<file path="src/rtl/pphpc_pkg.sv">
// pphpc_pkg: shared types and codes of the planar pixel to ARGB converter
// used by every module under planar_pixel_ham_palette_convert; no dependencies
package pphpc_pkg;

  localparam int PLANE_W = 32;
  localparam int COMP_W  = 8;
  localparam int RGB_W   = 3 * COMP_W;
  localparam int CFG_W   = 16;
  localparam int CFG_IDX_W = 3;

  // command codes
  localparam logic CMD_WRITE = 1'b0;
  localparam logic CMD_PIXEL = 1'b1;

  // configuration register indexes
  localparam logic [CFG_IDX_W-1:0] CFG_PLANE_COUNT       = 3'd0;
  localparam logic [CFG_IDX_W-1:0] CFG_MASK_MODE         = 3'd1;
  localparam logic [CFG_IDX_W-1:0] CFG_HAM_ENABLE        = 3'd2;
  localparam logic [CFG_IDX_W-1:0] CFG_HALFBRIGHT_ENABLE = 3'd3;
  localparam logic [CFG_IDX_W-1:0] CFG_TRANSPARENT_INDEX = 3'd4;
  localparam logic [CFG_IDX_W-1:0] CFG_PALETTE_COUNT     = 3'd5;

  // mask modes
  localparam logic [1:0] MASK_NONE   = 2'd0;
  localparam logic [1:0] MASK_PLANE  = 2'd1;
  localparam logic [1:0] MASK_TRANSP = 2'd2;
  localparam logic [1:0] MASK_OTHER  = 2'd3;

  // hold-and-modify control codes
  localparam logic [1:0] HAM_RELOAD = 2'd0;
  localparam logic [1:0] HAM_BLUE   = 2'd1;
  localparam logic [1:0] HAM_RED    = 2'd2;
  localparam logic [1:0] HAM_GREEN  = 2'd3;

  localparam logic [COMP_W-1:0] ALPHA_OPAQUE = 8'hff;
  localparam logic [COMP_W-1:0] ALPHA_CLEAR  = 8'h00;

  localparam logic [5:0] PLANES_RESET = 6'd8;

  typedef enum logic [2:0] {
    MODE_DIRECT32,
    MODE_DIRECT24,
    MODE_HAM,
    MODE_EHB,
    MODE_PLAIN
  } pphpc_mode_t;

  typedef struct packed {
    logic              command;
    logic [31:0]       plane_bits;
    logic              mask_bit;
    logic              first_in_row;
    logic [7:0]        palette_index;
    logic [7:0]        palette_red;
    logic [7:0]        palette_green;
    logic [7:0]        palette_blue;
  } pphpc_in_t;

  typedef struct packed {
    logic [7:0] alpha;
    logic [7:0] red;
    logic [7:0] green;
    logic [7:0] blue;
  } pphpc_out_t;

  typedef struct packed {
    logic [5:0]  plane_count;
    logic [1:0]  mask_mode;
    logic        ham_enable;
    logic        halfbright_enable;
    logic [15:0] transparent_index;
    logic [8:0]  palette_count;
  } pphpc_cfg_t;

  // decoded pixel held between the input and result registers
  typedef struct packed {
    pphpc_mode_t      mode;
    logic [7:0]       alpha;
    logic [23:0]      direct;
    logic [1:0]       ham_code;
    logic [7:0]       ham_value;
    logic             reload;
    logic             half;
    logic             pal_black;
  } pphpc_stage_t;

endpackage

</file>
<file path="src/rtl/pphpc_color.sv">
// pphpc_color: builds the result colour from the decoded pixel, palette data
// and the held colour; depends on pphpc_pkg
module pphpc_color
  import pphpc_pkg::*;
(
  input  pphpc_stage_t     stage,
  input  logic [RGB_W-1:0] pal_data,
  input  logic [7:0]       held_red,
  input  logic [7:0]       held_green,
  input  logic [7:0]       held_blue,
  output pphpc_out_t       result
);

  logic [RGB_W-1:0] pc;
  logic [7:0]       pr;
  logic [7:0]       pg;
  logic [7:0]       pb;

  assign pc = stage.pal_black ? '0 : pal_data;
  assign pr = pc[23:16];
  assign pg = pc[15:8];
  assign pb = pc[7:0];

  always_comb begin
    result.alpha = stage.alpha;
    result.red   = held_red;
    result.green = held_green;
    result.blue  = held_blue;
    unique case (stage.mode)
      MODE_DIRECT32, MODE_DIRECT24: begin
        result.red   = stage.direct[7:0];
        result.green = stage.direct[15:8];
        result.blue  = stage.direct[23:16];
      end
      MODE_HAM: begin
        if (stage.reload) begin
          result.red   = pr;
          result.green = pg;
          result.blue  = pb;
        end else begin
          unique case (stage.ham_code)
            HAM_BLUE:  result.blue  = stage.ham_value;
            HAM_RED:   result.red   = stage.ham_value;
            HAM_GREEN: result.green = stage.ham_value;
            default:   result.blue  = held_blue;
          endcase
        end
      end
      MODE_EHB: begin
        result.red   = stage.half ? {1'b0, pr[7:1]} : pr;
        result.green = stage.half ? {1'b0, pg[7:1]} : pg;
        result.blue  = stage.half ? {1'b0, pb[7:1]} : pb;
      end
      MODE_PLAIN: begin
        result.red   = pr;
        result.green = pg;
        result.blue  = pb;
      end
      default: begin
        result.red   = held_red;
      end
    endcase
  end

endmodule

</file>
<file path="config.mk">
export PLATFORM = sky130hd
export DESIGN_NAME = pphpc_color
export DESIGN_NICKNAME = d
export VERILOG_FILES = /design/src/rtl/pphpc_pkg.sv /design/src/rtl/pphpc_color.sv
export SDC_FILE = /design/constraint.sdc
export NUM_CORES = 1
export LEC_CHECK = 0
export ABC_AREA = 0
export BUFFER_PORTS_ARGS = -buffer_cell sky130_fd_sc_hd__buf_2
export CORE_MARGIN = 2
export CORE_UTILIZATION = 42
export DETAILED_ROUTE_END_ITERATION = 6
export PLACE_DENSITY = 0.84
export RECOVER_POWER = 25
export SLEW_MARGIN = 20
export SYNTH_ARGS = -nofsm -noshare
export SYNTH_HDL_FRONTEND = slang
export SYNTH_SLANG_ARGS = --single-unit
export TNS_END_PERCENT = 100
</file>
<file path="constraint.sdc">
create_clock -name vclk -period 1.5
set_clock_uncertainty 0.15 [all_clocks]
set_input_delay 0.075 -clock vclk [all_inputs]
set_output_delay 0.075 -clock vclk [all_outputs]
set_load 0.01 [all_outputs]
</file>
**Yosys cells after proc, flatten, opt, wreduce, memory -nomap -nowiden**

Cells that the tools add are included.

- Bits in registers: 0
- Input port bits: 96
- Logic and storage cells: 19

- Equality and inequality tests: 7
- Mux-type cells: 10
- Reduce and logical (&&, ||, !) cells: 2

Operator list:

| operator | number |
|---|---|
| 16-bit case mux with 4 select lines | 1 |
| 24-bit two-way mux | 2 |
| 8-bit two-way mux | 6 |
| 8-bit case mux with 4 select lines | 1 |
| 3-bit by 2-bit equality test with 1-bit output, second input constant | 2 |
| 2-bit equality test, second input constant | 2 |
| 3-bit by 1-bit equality test with 1-bit output, second input constant | 1 |
| 3-bit equality test, second input constant | 1 |
| 3-bit logical NOT | 1 |
| 2-bit by 1-bit equality test with 1-bit output, second input constant | 1 |
| 2-bit OR reduction | 1 |

**Logic depth before layout (Yosys ltp)**

- Word-level depth: 4
- Mapped depth: 6

**Least setup slack after synthesis**

OpenSTA, ideal clock, no wires.

- Path type: input -> output
- Start: in stage[12] (netlist bit)
- End: out result[22] (netlist bit)
- Data arrival time: 1.030 ns
- Data required time: 1.275 ns
- Setup slack: 0.245 ns
- Cell stages on the path: 6
- Cell sequence: nor2b_1 -> buf_2 -> mux2i_1 -> a21oi_1 -> a221oi_2 -> nor2_1

RTL lines:

| item | RTL line | source |
|---|---|---|
| from (decl) | pphpc_color.sv:6 | `input pphpc_stage_t stage,` |
| to (decl) | pphpc_color.sv:11 | `output pphpc_out_t result` |

==> flow_summary.yaml <==
synth:
  synthDominantCellAreaShare: 0.1459
  ys_types: 32
  syn-cell-area_mm2: 0.001647
  avgSynthCellArea_um2: 6.832
  synthCells: 241
  synth_common_cells: "nor2_1, mux2i_1, a21oi_1, a221o_1"
  seq_area_frac_synth: 0
  synth_nets: 337
  yosysMostFrequentCell: "nor2_1"
  yosys.area.top_type: "nor2_1"
  yosys_warnings: 0
  netlist_top_cells_area: "nor2_1, mux2i_1, a221o_1"
grt:
  grt_use_total: 0.2770
  grt_max_degree: 25
  antenna_found_initial: 0
  grt.overflow.total: 0
  grt_pass1_vias: 2240
  grt_pass1_wl_mm: 9.735
sta:
  min_period_ps: 1497
  setup_ws_ps: 3.430
  fmax_mhz: 668.2
  tightest_slew_ps: 299.8
  rsz0062_at_grt: "true"
  finalCritPeriodShare: 0.9977
  hold_violations: 0
  setup_viol: 0
  relSlewSlack: 0.7997
  slew_violations: 0
  hold-worst-slack_ps: 0.003310
detailed_routing:
  antenna_left: 0
  wl_per_cell_um: 16.06
  firstDrtPassIters: 4
  vias: 2375
  vias_per_cell: 5.737
  routed_wl_mm: 6.648
  drtIter0Drc: 206
  drcViolationCount: 0
power:
  p_sw_frac: 0.4815
  clkPwrFrac: 0
  p_leak_nw: 1.387
  intPower_mw: 0.4595
  p_comb_frac: 1.000
  pwr-share-seq: 0
  p_sw_mw: 0.4268
  power.density_mw_per_mm2: 327.8
  ir_drop_v: 0.0001642
final_layout:
  final_util: 0.7276
  regArea_um2: 0
  diodes: 0
  clkbuf_count: 0
  area_delta_synth_final_pct: 64.21
  finish.net_count: 464
  fillers: 313
  fin_area_mm2: 0.002704
  seq_cells: 0
  layout-drive-gt1-share: 0.5437
placement:
  place_ws_ps: -122.7
  hpwl_mm: 4.878
  port_buffers: 112
  placed_area_mm2: 0.002447
  gp_congestion: 0.8885
setup_path:
  cp.required_ps: 1270
  arrival_ps: 1270
  crit_path_max_fanout: 8
  crit_path_start_kind: "input pin"
  path_class: "in2out"
  crit_path_end_kind: "output pin"
floorplan:
  initial_core_util: 0.4431
  chipWidth_um: 66.62
  die_y_um: 66.62
  rows: 22
  die-area_mm2: 0.004438
  core_region_area_mm2: 0.003716
  io_pins: 128
outcome:
  status: "completed"
job:
  maxCapViolCount: 0
worst_hold_path:
  hp-class: "in2out"
-- critical path, stage by stage --
cell and delay (ps):
buf_8 110, nor2b_4 110, buf_6 160, mux2i_1 230, a21oi_1 110, a221oi_2 270, nor2_1 70, buf_2 140
-- power groups by stage --
stage	logic, mW	clock network, mW	registers, mW
detailed placement	0.790	0	0
floorplan	0.453	0	0
global route	0.953	0	0
finish	0.886	0	0
global placement	0.775	0	0
CTS	0.808	0	0
-- per-layer routing --
metal | global-route usage | part of all wire | vias to the layer above
li1 | - | - | 1150
met5 | 0 | 0 | -
met1 | 0.3317 | 0.41 | 1080
met4 | 0.06888 | 0.027 | 0
met2 | 0.5263 | 0.49 | 123
met3 | 0.02027 | 0.077 | 22
-- timing repair --
action | 4_1_cts | 5_1_grt
hold buffers | 0 | 0
gates resized for setup | 10 | 31
gates cloned | 0 | 3
pin swaps | 0 | 13
setup buffers | 0 | 3
endpoints found under the setup margin | 22 | 24
-- kinds of logic after synthesis --
family                 after synthesis  synth area share
AND/OR/NAND/NOR                    111            0.3457
AO/OA/AOI/OAI                       78            0.3974
multiplexers                        23            0.1398
buffers and inverters               29            0.1170
-- layout make-up --
cell class	instances	area (µm²)	share of cell area
Inverter	1	3.754	0.001388
Multi-Input combinational cell	212	1555	0.5752
Tap cell	48	60.06	0.02221
Timing Repair Buffer	153	1085	0.4012
-- path summary, 6_finish.rpt --
check                 startpoint         end  cells past startpoint
worst max-delay path   stage[11]  result[21]                      8
worst min-delay path   stage[39]  result[26]                      0
-- metrics by stage --
step	setup TNS [ps]	total power, mW	instances
final	0	0.8864	414
after global routing	-141.1	0.9528	414
after CTS	-0.3917	0.8078	408
after detailed placement	-1208	0.7901	408
after global placement	-279.3	0.7749	408
after floorplan	0	0.4531	241
-- placed cells by master, fill, tap and decap left out, drive strengths merged --
cell type  netlist  routed
mux2i           23      23
and2b           19      19
nor2            66      66
a311oi           1       1
nand3b           6       6
a21oi           19      19
nor2b            5       5
inv              1       1
o22ai            1       1
a31oi            3       3
a221o           18      18
clkbuf           8       3
o211ai           1       1
a221oi          22      22
a41oi            1       1
o21ai           11      11
buf             20     150
nand2           11      11
o21a             1       1
nand2b           4       4
Note: power is estimated with default switching activity, not from simulation.
