<file path="src/rtl/pphpc_pkg.sv">
// pphpc_pkg: shared types and codes of the planar pixel to ARGB converter
// used by every module under planar_pixel_ham_palette_convert; no dependencies
package pphpc_pkg;

  localparam int PLANE_W = 32;
  localparam int COMP_W  = 8;
  localparam int RGB_W   = 3 * COMP_W;
  localparam int CFG_W   = 16;
  localparam int CFG_IDX_W = 3;

  // command codes
  localparam logic CMD_WRITE = 1'b0;
  localparam logic CMD_PIXEL = 1'b1;

  // configuration register indexes
  localparam logic [CFG_IDX_W-1:0] CFG_PLANE_COUNT       = 3'd0;
  localparam logic [CFG_IDX_W-1:0] CFG_MASK_MODE         = 3'd1;
  localparam logic [CFG_IDX_W-1:0] CFG_HAM_ENABLE        = 3'd2;
  localparam logic [CFG_IDX_W-1:0] CFG_HALFBRIGHT_ENABLE = 3'd3;
  localparam logic [CFG_IDX_W-1:0] CFG_TRANSPARENT_INDEX = 3'd4;
  localparam logic [CFG_IDX_W-1:0] CFG_PALETTE_COUNT     = 3'd5;

  // mask modes
  localparam logic [1:0] MASK_NONE   = 2'd0;
  localparam logic [1:0] MASK_PLANE  = 2'd1;
  localparam logic [1:0] MASK_TRANSP = 2'd2;
  localparam logic [1:0] MASK_OTHER  = 2'd3;

  // hold-and-modify control codes
  localparam logic [1:0] HAM_RELOAD = 2'd0;
  localparam logic [1:0] HAM_BLUE   = 2'd1;
  localparam logic [1:0] HAM_RED    = 2'd2;
  localparam logic [1:0] HAM_GREEN  = 2'd3;

  localparam logic [COMP_W-1:0] ALPHA_OPAQUE = 8'hff;
  localparam logic [COMP_W-1:0] ALPHA_CLEAR  = 8'h00;

  localparam logic [5:0] PLANES_RESET = 6'd8;

  typedef enum logic [2:0] {
    MODE_DIRECT32,
    MODE_DIRECT24,
    MODE_HAM,
    MODE_EHB,
    MODE_PLAIN
  } pphpc_mode_t;

  typedef struct packed {
    logic              command;
    logic [31:0]       plane_bits;
    logic              mask_bit;
    logic              first_in_row;
    logic [7:0]        palette_index;
    logic [7:0]        palette_red;
    logic [7:0]        palette_green;
    logic [7:0]        palette_blue;
  } pphpc_in_t;

  typedef struct packed {
    logic [7:0] alpha;
    logic [7:0] red;
    logic [7:0] green;
    logic [7:0] blue;
  } pphpc_out_t;

  typedef struct packed {
    logic [5:0]  plane_count;
    logic [1:0]  mask_mode;
    logic        ham_enable;
    logic        halfbright_enable;
    logic [15:0] transparent_index;
    logic [8:0]  palette_count;
  } pphpc_cfg_t;

  // decoded pixel held between the input and result registers
  typedef struct packed {
    pphpc_mode_t      mode;
    logic [7:0]       alpha;
    logic [23:0]      direct;
    logic [1:0]       ham_code;
    logic [7:0]       ham_value;
    logic             reload;
    logic             half;
    logic             pal_black;
  } pphpc_stage_t;

endpackage

</file>
<file path="src/rtl/pphpc_decode.sv">
// pphpc_decode: plane masking, mode selection, palette index and alpha of a pixel
// depends on pphpc_pkg for payload, configuration and stage types
module pphpc_decode
  import pphpc_pkg::*;
(
  input  pphpc_in_t    in_item,
  input  pphpc_cfg_t   cfg,
  output logic [7:0]   rd_index,
  output pphpc_stage_t stage
);

  logic [31:0] bits_m;
  logic [7:0]  low8;
  logic [5:0]  depth;
  logic        ham_ok;
  logic        ehb_ok;
  logic [7:0]  ham_v;
  logic [1:0]  ham_h;
  logic [7:0]  ham_m;
  logic [2:0]  dm1;
  logic [7:0]  ehb_v;
  logic        ehb_h;
  logic        transp;
  logic        in_range;
  logic [7:0]  alpha_base;

  assign depth = cfg.plane_count;

  always_comb begin
    for (int i = 0; i < PLANE_W; i++) begin
      bits_m[i] = in_item.plane_bits[i] & (6'(i) < depth);
    end
  end

  assign low8 = bits_m[7:0];

  assign ham_ok = cfg.ham_enable && (depth >= 6'd6) && (depth <= 6'd8);
  assign ehb_ok = cfg.halfbright_enable && (depth >= 6'd1) && (depth <= 6'd8);

  always_comb begin
    unique case (depth)
      6'd6: begin
        ham_v = {4'd0, low8[3:0]};
        ham_h = low8[5:4];
        ham_m = {low8[3:0], 4'd0};
      end
      6'd7: begin
        ham_v = {3'd0, low8[4:0]};
        ham_h = low8[6:5];
        ham_m = {low8[4:0], 3'd0};
      end
      default: begin
        ham_v = {2'd0, low8[5:0]};
        ham_h = low8[7:6];
        ham_m = {low8[5:0], 2'd0};
      end
    endcase
  end

  assign dm1   = depth[2:0] - 3'd1;
  assign ehb_h = low8[dm1];
  assign ehb_v = low8 & ~(8'd1 << dm1);

  assign alpha_base = ((cfg.mask_mode == MASK_NONE) ||
                       ((cfg.mask_mode == MASK_PLANE) && in_item.mask_bit) ||
                       (cfg.mask_mode == MASK_TRANSP)) ? ALPHA_OPAQUE : ALPHA_CLEAR;

  assign in_range = {1'b0, low8} < cfg.palette_count;

  always_comb begin
    stage           = '0;
    stage.direct    = bits_m[23:0];
    stage.ham_code  = ham_h;
    stage.ham_value = ham_m;
    stage.reload    = in_item.first_in_row || (ham_h == HAM_RELOAD);
    stage.half      = ehb_h;
    stage.alpha     = alpha_base;
    rd_index        = low8;
    transp          = 1'b0;
    priority if (depth == 6'd32) begin
      stage.mode  = MODE_DIRECT32;
      stage.alpha = bits_m[31:24];
    end else if (depth == 6'd24) begin
      stage.mode = MODE_DIRECT24;
    end else if (ham_ok) begin
      stage.mode = MODE_HAM;
      rd_index   = ham_v;
    end else if (ehb_ok) begin
      stage.mode = MODE_EHB;
      rd_index   = ehb_v;
      transp     = (cfg.mask_mode == MASK_TRANSP) &&
                   ({8'd0, ehb_v} == cfg.transparent_index);
    end else begin
      stage.mode      = MODE_PLAIN;
      stage.pal_black = !in_range;
      transp          = (cfg.mask_mode == MASK_TRANSP) &&
                        ({8'd0, low8} == cfg.transparent_index);
    end
    if (transp) begin
      stage.alpha = ALPHA_CLEAR;
    end
  end

endmodule

</file>
<file path="config.mk">
export PLATFORM = sky130hd
export DESIGN_NAME = pphpc_decode
export DESIGN_NICKNAME = d
export VERILOG_FILES = /design/src/rtl/pphpc_pkg.sv /design/src/rtl/pphpc_decode.sv
export SDC_FILE = /design/constraint.sdc
export NUM_CORES = 1
export LEC_CHECK = 0
export BUFFER_PORTS_ARGS = -buffer_cell sky130_fd_sc_hd__buf_2
export CORE_ASPECT_RATIO = 0.9
export CORE_MARGIN = 5
export CORE_UTILIZATION = 29
export DETAILED_ROUTE_END_ITERATION = 10
export PLACE_DENSITY_LB_ADDON = 0.08
export SLEW_MARGIN = 20
export SYNTH_ARGS = -nofsm -noshare
export SYNTH_HDL_FRONTEND = slang
export SYNTH_SLANG_ARGS = --single-unit
</file>
<file path="constraint.sdc">
create_clock -name vclk -period 3.05
set_clock_uncertainty 0.1 [all_clocks]
set_input_delay 0.1525 -clock vclk [all_inputs]
set_output_delay 0.1525 -clock vclk [all_outputs]
set_load 0.005 [all_outputs]
</file>
# After elaboration in Yosys (flattened, before gate mapping)
# Index checks and enable logic that the tools add are counted.
# W data, S select, Z words.
[op_classes]
add_sub_neg = 1
order_cmp = 37
n_eq_ne = 8
shifts = 1
n_mux = 24
n_bitwise = 34
reduce_logical = 13
[ops]
columns = ["operator", "count"]
rows = [
  ["$lt A5 B6 Y1 const A", 16],
  ["$mux W8", 7],
  ["$lt A4 B6 Y1 const A", 8],
  ["$and A1 B1 Y1", 32],
  ["$eq A8 B16 Y1", 2],
  ["$lt A3 B6 Y1 const A", 4],
  ["$pmux W8 S2", 1],
  ["$eq A6 B3 Y1 const B", 2],
  ["$lt A1 B6 Y1 const A", 2],
  ["$lt A2 B6 Y1 const A", 2],
  ["$mux W3", 4],
  ["$pmux W6 S2", 1],
  ["$lt A8 B9 Y1", 1],
  ["$mux W1", 9],
  ["$and A8 B8 Y8", 1],
  ["$not A8 Y8", 1],
  ["$shl A1 B3 Y8 const A", 1],
  ["$logic_and A1 B1 Y1", 7],
  ["$eq A6 B5 Y1 const B", 1],
  ["$eq A6 B6 Y1 const B", 1],
  ["$ge A6 B1 Y1 const B", 1],
  ["$ge A6 B3 Y1 const B", 1],
  ["$le A6 B4 Y1 const B", 1],
  ["$logic_not A2 Y1", 2],
  ["other kinds (8)", 10],
]
[word_totals]
register_bits = 0

# Logic depth before layout (Yosys ltp)
# Gate-level depths: netlist of the first run.
[logic_depth]
ltp_word = 11
ltp_mapped = 11

# Least setup slack after synthesis of the first run
# No wires, ideal clock.
[synth_timing]
kind = "input port to output port"
from = "input cfg[33] in the netlist's numbering"
to = "output stage[0] in the netlist's numbering"
arrival_ps = 2243
required_time_ps = 2797
path_slack_ps = 554
cell_stages = 10
path_buffers = 2
cell_sequence = "buf_2 -> or3_1 -> clkbuf_1 -> o21ai_1 -> inv_1 -> ha_1 -> o2111ai_1 -> nor2_1 -> a211oi_1 -> a2111oi_0"
[synth_lines]
columns = ["element", "line", "text"]
rows = [
  ["from (decl)", "pphpc_decode.sv:7", "input pphpc_cfg_t cfg,"],
  ["to (decl)", "pphpc_decode.sv:9", "output pphpc_stage_t stage"],
]

==> results of run 1 <==
## placed cells by master, fill, tap and decap left out, types with 4 or more instances in the layout
master    synthesis  layout
buf_2             5     123
a21oi_1          21      21
inv_1            20      20
nor2_1           19      19
buf_4             3      17
nand2_1          13      13
ha_1             12      12
nor2b_1          11      11
a211oi_1         11      11
o21ai_0          10      10
o21ai_1           8       8
a21oi_2           8       8
a21boi_0          7       7
o21a_1            7       7
nand2b_1          5       5
nand3_1           4       4
## logic make-up (layout without fill, tap and decap cells)
family / count (synthesis) / count (layout)
xor+xnor: 1 / 1
mux: 4 / 4
compound gates: 105 / 105
simple gates: 75 / 75
other cells: 1 / 2
buf+inv: 40 / 160
fa+ha+maj: 12 / 12
## worst paths after layout
| check | start | endpoint | depth (start not counted) |
|---|---|---|---|
| worst max-delay path | cfg[30] | stage[38] | 11 |
| worst min-delay path | cfg[8] | stage[0] | 3 |
## metrics by stage
| step | setup slack (ps) | total power [uW] | instance area (sq um) | hold slack, ps |
|---|---|---|---|---|
| 2_1_floorplan | 554 | 172 | 1570 | 254 |
| 3_3_place_gp | 251 | 315 | 2300 | 450 |
| 5_1_grt | 36.2 | 351 | 2300 | 453 |
| 4_1_cts | 251 | 317 | 2300 | 447 |
| 3_5_place_dp | 266 | 316 | 2300 | 447 |
| 6_report | 251 | 315 | 2300 | 444 |
## final cells by class
class	instances	area (sq um)	share of cell area
Multi-Input combinational cell	199	1400	0.608
Timing Repair Buffer	140	743	0.323
Tap cell	67	83.8	0.0365
Inverter	20	75.1	0.0326
## metal layers
layer | track usage | routed length (microns) | share of wire
met1 | 0.259 | 2960 | 0.45
met2 | 0.293 | 2970 | 0.45
met3 | 0.0175 | 686 | 0.10
met4 | 0.00307 | 0 | 0
met5 | 0 | 0 | 0
## power by group through the flow
stage	clock, uW	sequential (uW)	combinational (uW)
global route	0	0	351
detailed placement	0	0	316
global placement	0	0	315
finish	0	0	315
floorplan	0	0	172
CTS	0	0	317
## worst max-delay path: cells and delay by family
| kind | cells | cell delay, ps |
|---|---|---|
| AO/OA/AOI/OAI | 4 | 910 |
| buffers and inverters | 4 | 700 |
| AND/OR/NAND/NOR | 2 | 470 |
| adder cells (fa/ha/maj) | 1 | 300 |
==> impl_metrics.tcl, run 1 <==
set metrics [dict create \
    p_int_uw 149 \
    worst_ep_arrival_time_ps 2550 \
    clock_buffer_count 0 \
    fp.dieH_microns 79.8 \
    core_region_area_sq_um 5260 \
    antenna_found_initial 0 \
    path_class "primary input to output port" \
    synth_cells 238 \
    rsz0062_at_grt "false" \
    seqCellArea_sq_um 0 \
    grt_max_degree 26 \
    yosysTopAreaCell "ha_1" \
    port_buffers 123 \
    dp_hpwl_microns 5670 \
    switchingPower_uw 166 \
    maxCapViolCount 0 \
    power_frac_seq 0 \
    post-cts-setup-buffers 0 \
    drc 0 \
    crit_fanout 12 \
    ctsResizeCount 0 \
    gp_congestion 0.894 \
    power_leakage_uw 0.00118 \
    viasPerCell 5.20 \
    netlist_area_sq_um 1570 \
    firstDrtPassIters 4 \
    vias 2216 \
    drt-wirelength-per-cell_microns 15.5 \
    num_antenna_cells 0 \
    max_freq_mhz 357 \
    crit_chain "buf_2 > inv_1 > ha_1 > nor4b_1 > a32o_1 > a211oi_1 > a2111o_1 > nor3_4 > buf_4 > a21oi_2 > buf_2" \
    worstSetupStartpointType "primary input" \
    min_path_type "primary input to output port" \
    yosys-top-cells-area "ha_1 (9.6%), a21oi_1 (6.7%), a211oi_1 (5.3%)" \
    endpoint_kind "output port" \
    finalCritPeriodShare 0.918 \
    synth_top_family_by_area "compound AO/OA/AOI/OAI gates" \
    worst_ep_required_time_ps 2800 \
    syn_to_final_growth_pct 46.6 \
    relSlewSlack 0.501 \
    critPathSlowestCell "a2111o_1" \
    die_w_microns 87.5 \
    status "finished clean" \
    synth_compound_area_frac 0.478 \
    ys_types 60 \
    yosys.area.top_type_share 0.0957 \
    post-route-min-period_ps 2800 \
    yosysMostFrequentCell "a21oi_1" \
    grt_pass1_vias 1999 \
    grt_use_total 0.177 \
    critPathMostFrequentCell "buf_2" \
    start_util 0.299 \
    synth_common_cells "a21oi_1 (21), inv_1 (20), nor2_1 (19)" \
    grt_pass1_wl_microns 10100 \
    final_hold_viol_count 0 \
    placed_cells 426 \
    final_cells 426 \
    irDropWorstVdd_uv 62.3 \
    synth_warnings 0 \
    tightest_slew_ps 729 \
    rows 25 \
    synthSimpleGateAreaFrac 0.266 \
    boundaryPins 158 \
    cts_hold_buf 0 \
    synth_mux_area_frac 0.0415 \
    overflow 0 \
    drtIter0Drc 132 \
    detail-route-antenna-nets 0 \
    final_util 0.438 \
    seq_cell_count 0 \
    drive_above_1_share 0.437 \
    final.setup.tns_ps 0 \
    wl_microns 6610 \
    p_clk_frac 0 \
    slew_viol_final 0 \
    pwr-share-comb 1.000 \
    die-area_sq_um 6980 \
    sw_frac_of_total 0.528 \
    nNetsFinal 475 \
    n_fill_cell 591 \
    avgSynthCellArea_sq_um 6.59 \
    yosysSeqAreaShare 0 \
    synth_xor_area_frac 0.00558 \
    cp_slowest_stage_delay_ps 440 \
    synth_adder_area_share 0.0957 \
    setup_viol 0 \
    p_per_area_nw_per_um2 137 \
]
No activity file was read; power rests on OpenSTA's default activity.
==> run 2, diff against run 1 <==
--- a/config.mk
+++ b/config.mk
@@ -6,9 +6,11 @@
 export NUM_CORES = 1
 export LEC_CHECK = 0
 export BUFFER_PORTS_ARGS = -buffer_cell sky130_fd_sc_hd__buf_2
+export CELL_PAD_IN_SITES_DETAIL_PLACEMENT = 1
+export CELL_PAD_IN_SITES_GLOBAL_PLACEMENT = 1
 export CORE_ASPECT_RATIO = 0.9
 export CORE_MARGIN = 5
-export CORE_UTILIZATION = 29
+export CORE_UTILIZATION = 23
 export DETAILED_ROUTE_END_ITERATION = 10
 export PLACE_DENSITY_LB_ADDON = 0.08
 export SLEW_MARGIN = 20
==> constraint.sdc (replaced) <==
create_clock -name vclk -period 2.6
set_clock_uncertainty 0.1 [all_clocks]
set_input_delay 0.13 -clock vclk [all_inputs]
set_output_delay 0.13 -clock vclk [all_outputs]
set_load 0.005 [all_outputs]
==> run 2 against run 1 <==
Effect of this change:
- utilization is 5.1 points lower
- worst setup slack worse by 170 ps
- sequential share of layout area stayed put
- count of clock-buffer cells in the layout stayed put
- largest power group unchanged
==> impl_metrics.tcl, run 2 (synthesized netlist as in run 1, its figures left out) <==
set metrics [dict create \
    dp_hpwl_microns 6730 \
    crit_fanout 9 \
    grt_pass1_wl_microns 12200 \
    drc 0 \
    drive_above_1_share 0.492 \
    start_util 0.237 \
    port_buffers 123 \
    antenna_found_initial 0 \
    min_path_cells 3 \
    firstDrtPassIters 4 \
    drtIter0Drc 72 \
    pre_cts_slack_ps -9.87 \
    endpoint_kind "output port" \
    path_class "primary input to output port" \
    detail-route-antenna-nets 0 \
    crit_buf_inv 5 \
    irDropWorstVdd_uv 59.7 \
    cp_top_family "simple AND/OR/NAND/NOR gates" \
    nNetsFinal 496 \
    final.setup.tns_ps 0 \
    grt_use_total 0.168 \
    min_path_type "primary input to output port" \
    p_per_area_nw_per_um2 162 \
    rows 28 \
    post-route-min-period_ps 2520 \
    fp.dieH_microns 88.4 \
    clock_buffer_count 0 \
    worstSetupStartpointType "primary input" \
    final_util 0.387 \
    min-delay-start "cfg[8]" \
    slew_viol_final 0 \
    seq_cell_count 0 \
    tightest_slew_ps 558 \
    worst_ep_arrival_time_ps 2290 \
    grt_max_degree 21 \
    boundaryPins 158 \
    maxCapViolCount 0 \
    final_cell_mix "buf_2 (122), buf_4 (36), a21oi_1 (21)" \
    status "finished clean" \
    critPathSlowestCell "or4_4" \
    setup_viol 0 \
    cts_hold_buf 0 \
    dr_wl_met2_microns 3540 \
    setup_slack_ps 82.8 \
    die_w_microns 97.1 \
    syn_to_final_growth_pct 63.3 \
    whs_endpoint "stage[0]" \
    max_freq_mhz 397 \
    power_leakage_uw 0.00130 \
    mostFrequentLayoutCell "buf_2" \
    num_antenna_cells 0 \
    core_region_area_sq_um 6620 \
    die-area_sq_um 8580 \
    final_hold_viol_count 0 \
    wl_microns 7780 \
    seqCellArea_sq_um 0 \
    crit_chain "buf_2 > buf_4 > or4_4 > buf_4 > o21ai_4 > a211oi_1 > a2111o_1 > nor3_4 > buf_12 > a21oi_2 > buf_2" \
    overflow 0 \
    finalCritPeriodShare 0.968 \
    grt_pass1_vias 2401 \
    gp_congestion 0.897 \
    met3RoutedLength_microns 489 \
    met1_length_microns 3730 \
    n_fill_cell 916 \
    rsz0062_at_grt "true" \
    viasPerCell 5.05 \
    worst_ep_required_time_ps 2370 \
    cp_slowest_stage_delay_ps 570 \
    drt-wirelength-per-cell_microns 16.6 \
    top_layer_used "met4" \
    vias 2374 \
    relSlewSlack 0.628 \
]
[run 2: cell count changes in the layout (fill, tap and decap cells not counted), sizes merged]
cell / change
buf: +20
clkbuf: +1
[run 2: per-stage QoR]
stage          power [uW]  cells  instance area, sq um  hold slack, ps
3_5_place_dp          405    468                  2500             399
2_1_floorplan         201    239                  1570             209
4_1_cts               408    468                  2500             400
3_3_place_gp          400    468                  2500             400
5_1_grt               460    470                  2560             419
6_report              415    470                  2560             397
[run 2: layout make-up]
cell class | instances | area [sq um] | area share
repair buffers | 161 | 928 | 0.362
well taps | 90 | 113 | 0.0439
multi-input cells | 199 | 1450 | 0.564
inverters | 20 | 75.1 | 0.0293
[run 2: how the worst max path moves through the flow]
stage          cells after the start        end  slack (ps)  startpoint
2_1_floorplan                     10   stage[0]         150     cfg[33]
3_3_place_gp                      11  stage[43]          -8     cfg[29]
3_5_place_dp                      11  stage[43]         -10     cfg[29]
4_1_cts                           11  stage[43]          10     cfg[29]
5_1_grt                           11   stage[0]         -20     cfg[33]
6_report                          11  stage[43]          80     cfg[33]
[run 2: where the power goes]
group | internal, uW | leakage (uW) | switching (uW)
Combinational | 202 | 0.00130 | 213
Clock | 0 | 0 | 0
Sequential | 0 | 0 | 0
[run 2: layer usage]
| layer | global-route usage | vias up |
|---|---|---|
| li1 | - | 1167 |
| met1 | 0.243 | 1125 |
| met2 | 0.286 | 80 |
| met3 | 0.0205 | 2 |
| met4 | 0.00383 | 0 |
| met5 | 0 | - |
[run 2: repair_timing]
action	CTS	global route
gates resized for setup	1	11
buffers inserted	0	2
setup endpoints to repair	8	9
endpoints found under the hold margin	0	0
pin swaps	0	4
==> run 3, diff against run 2 <==
==> constraint.sdc (replaced) <==
create_clock -name vclk -period 2.6
set_clock_uncertainty 0.1 [all_clocks]
set_input_delay 0.26 -clock vclk [all_inputs]
set_output_delay 0.26 -clock vclk [all_outputs]
set_load 0.005 [all_outputs]
==> run 3 against run 2 <==
Effect of this change:
- sequential cell count stayed put
- worst setup slack worse by 130 ps
- critical endpoint is now stage[37]
- the flow now finishes with violations (negative setup slack)
- via count is 5.8% higher
- routed wire length is 7.4% higher
- sequential share of layout area stayed put
- non-clock buffer count is 31 higher
- critical path type unchanged
- die area stayed put
- critical path depth stayed put
==> impl_metrics.tcl, run 3 (synthesized netlist as in run 1, its figures left out) <==
set metrics [dict create \
    status "complete, but fails checks" \
    firstDrtPassIters 4 \
    port_buffers 123 \
    endpoint_kind "output port" \
    overflow 0 \
    setup_viol 9 \
    viasPerCell 5.01 \
    boundaryPins 158 \
    detail-route-antenna-nets 0 \
    met3RoutedLength_microns 517 \
    rows 28 \
    seqCellArea_sq_um 0 \
    syn_to_final_growth_pct 86.8 \
    grt_max_degree 21 \
    die-area_sq_um 8580 \
    final_hold_viol_count 0 \
    fp.dieH_microns 88.4 \
    drt-wirelength-per-cell_microns 16.7 \
    pre_cts_slack_ps -217 \
    drc 0 \
    top_layer_used "met4" \
    grt_pass1_vias 2499 \
    num_antenna_cells 0 \
    max_freq_mhz 378 \
    violations "negative setup slack" \
    mostFrequentLayoutCell "buf_2" \
    final_cells 501 \
    worstSetupStartpointType "primary input" \
    min_path_type "primary input to output port" \
    gp_congestion 0.946 \
    dr_wl_met2_microns 4210 \
    met1_length_microns 3620 \
    grt_use_total 0.178 \
    finalCritPeriodShare 1.02 \
    cp_slowest_stage_delay_ps 570 \
    crit_chain "buf_6 > buf_6 > or4_4 > buf_6 > o21ai_4 > a211oi_2 > a2111o_1 > nor3_4 > buf_12 > a21oi_2 > buf_2" \
    path_class "primary input to output port" \
    placed_cells 488 \
    drtIter0Drc 109 \
    setup_slack_ps -47.9 \
    core_region_area_sq_um 6620 \
    nNetsFinal 527 \
    tightest_slew_ps 611 \
    multi_input_area_sq_um 1540 \
    crit_fanout 8 \
    die_w_microns 97.1 \
    slew_viol_final 0 \
    seq_cell_count 0 \
    cp_top_family "simple AND/OR/NAND/NOR gates" \
    final_cell_mix "buf_2 (121), buf_4 (62), a21oi_1 (20)" \
    grt_pass1_wl_microns 12700 \
    n_fill_cell 897 \
    drive_above_1_share 0.567 \
    critPathSlowestCell "or4_4" \
    wl_microns 8360 \
    maxCapViolCount 0 \
    setup.worst_path.end "stage[37]" \
    power_leakage_uw 0.00148 \
    relSlewSlack 0.587 \
    crit_start "cfg[32]" \
    clock_buffer_count 0 \
    vias 2512 \
    dp_hpwl_microns 6900 \
    critPathMostFrequentCell "buf_6" \
    antenna_found_initial 0 \
    rsz0062_at_grt "true" \
    cp_num_cells 11 \
    irDropWorstVdd_uv 59.6 \
    worst_ep_arrival_time_ps 2290 \
    worst_ep_required_time_ps 2240 \
    p_per_area_nw_per_um2 163 \
    crit_buf_inv 5 \
    post-route-min-period_ps 2650 \
    start_util 0.237 \
]
## run 3: tightest hold or removal path: stages
cell and delay (ps):
buf_2 80, a2111oi_1 40, buf_2 120
## run 3: power breakdown
group          internal [uW]  leakage [uW]  switching (uW)
sequential                 0             0               0
combinational            245       0.00148             234
clock                      0             0               0
total                    245       0.00148             234
## run 3: stage by stage
step           hold slack (ps)   util  cell area (sq um)  setup TNS, ps  total power, uW
2_1_floorplan              457      -               1580          -52.0              202
3_3_place_gp               662  0.400               2650          -1520              422
3_5_place_dp               667  0.400               2650          -1610              429
4_1_cts                    667  0.421               2790          -1050              453
5_1_grt                    670  0.443               2930          -1480              524
6_report                   664  0.443               2930           -390              479
## run 3: timing repair
| action | CTS | global route |
|---|---|---|
| setup buffers | 9 | 4 |
| setup endpoints to repair | 9 | 9 |
| pin swaps | 9 | 11 |
| gates resized for setup | 18 | 19 |
| hold buffers | 0 | 0 |
## run 3: worst min path at each step
stage          depth (start not counted)  startpoint        to
3_3_place_gp                           3      cfg[8]  stage[0]
2_1_floorplan                          1      cfg[8]  stage[0]
3_5_place_dp                           3      cfg[8]  stage[0]
6_report                               3      cfg[8]  stage[0]
5_1_grt                                3      cfg[8]  stage[0]
4_1_cts                                3      cfg[8]  stage[0]
## run 3: area by class of cell
class                           count  share of cell area
Tap cell                           90              0.0384
Inverter                           20              0.0256
Timing Repair Buffer              192               0.410
Multi-Input combinational cell    199               0.526
## run 3: metal layers
layer | vias up | track usage
met4 | 0 | 0
met1 | 1200 | 0.238
met5 | - | 0
met3 | 2 | 0.0205
met2 | 81 | 0.331
li1 | 1229 | -
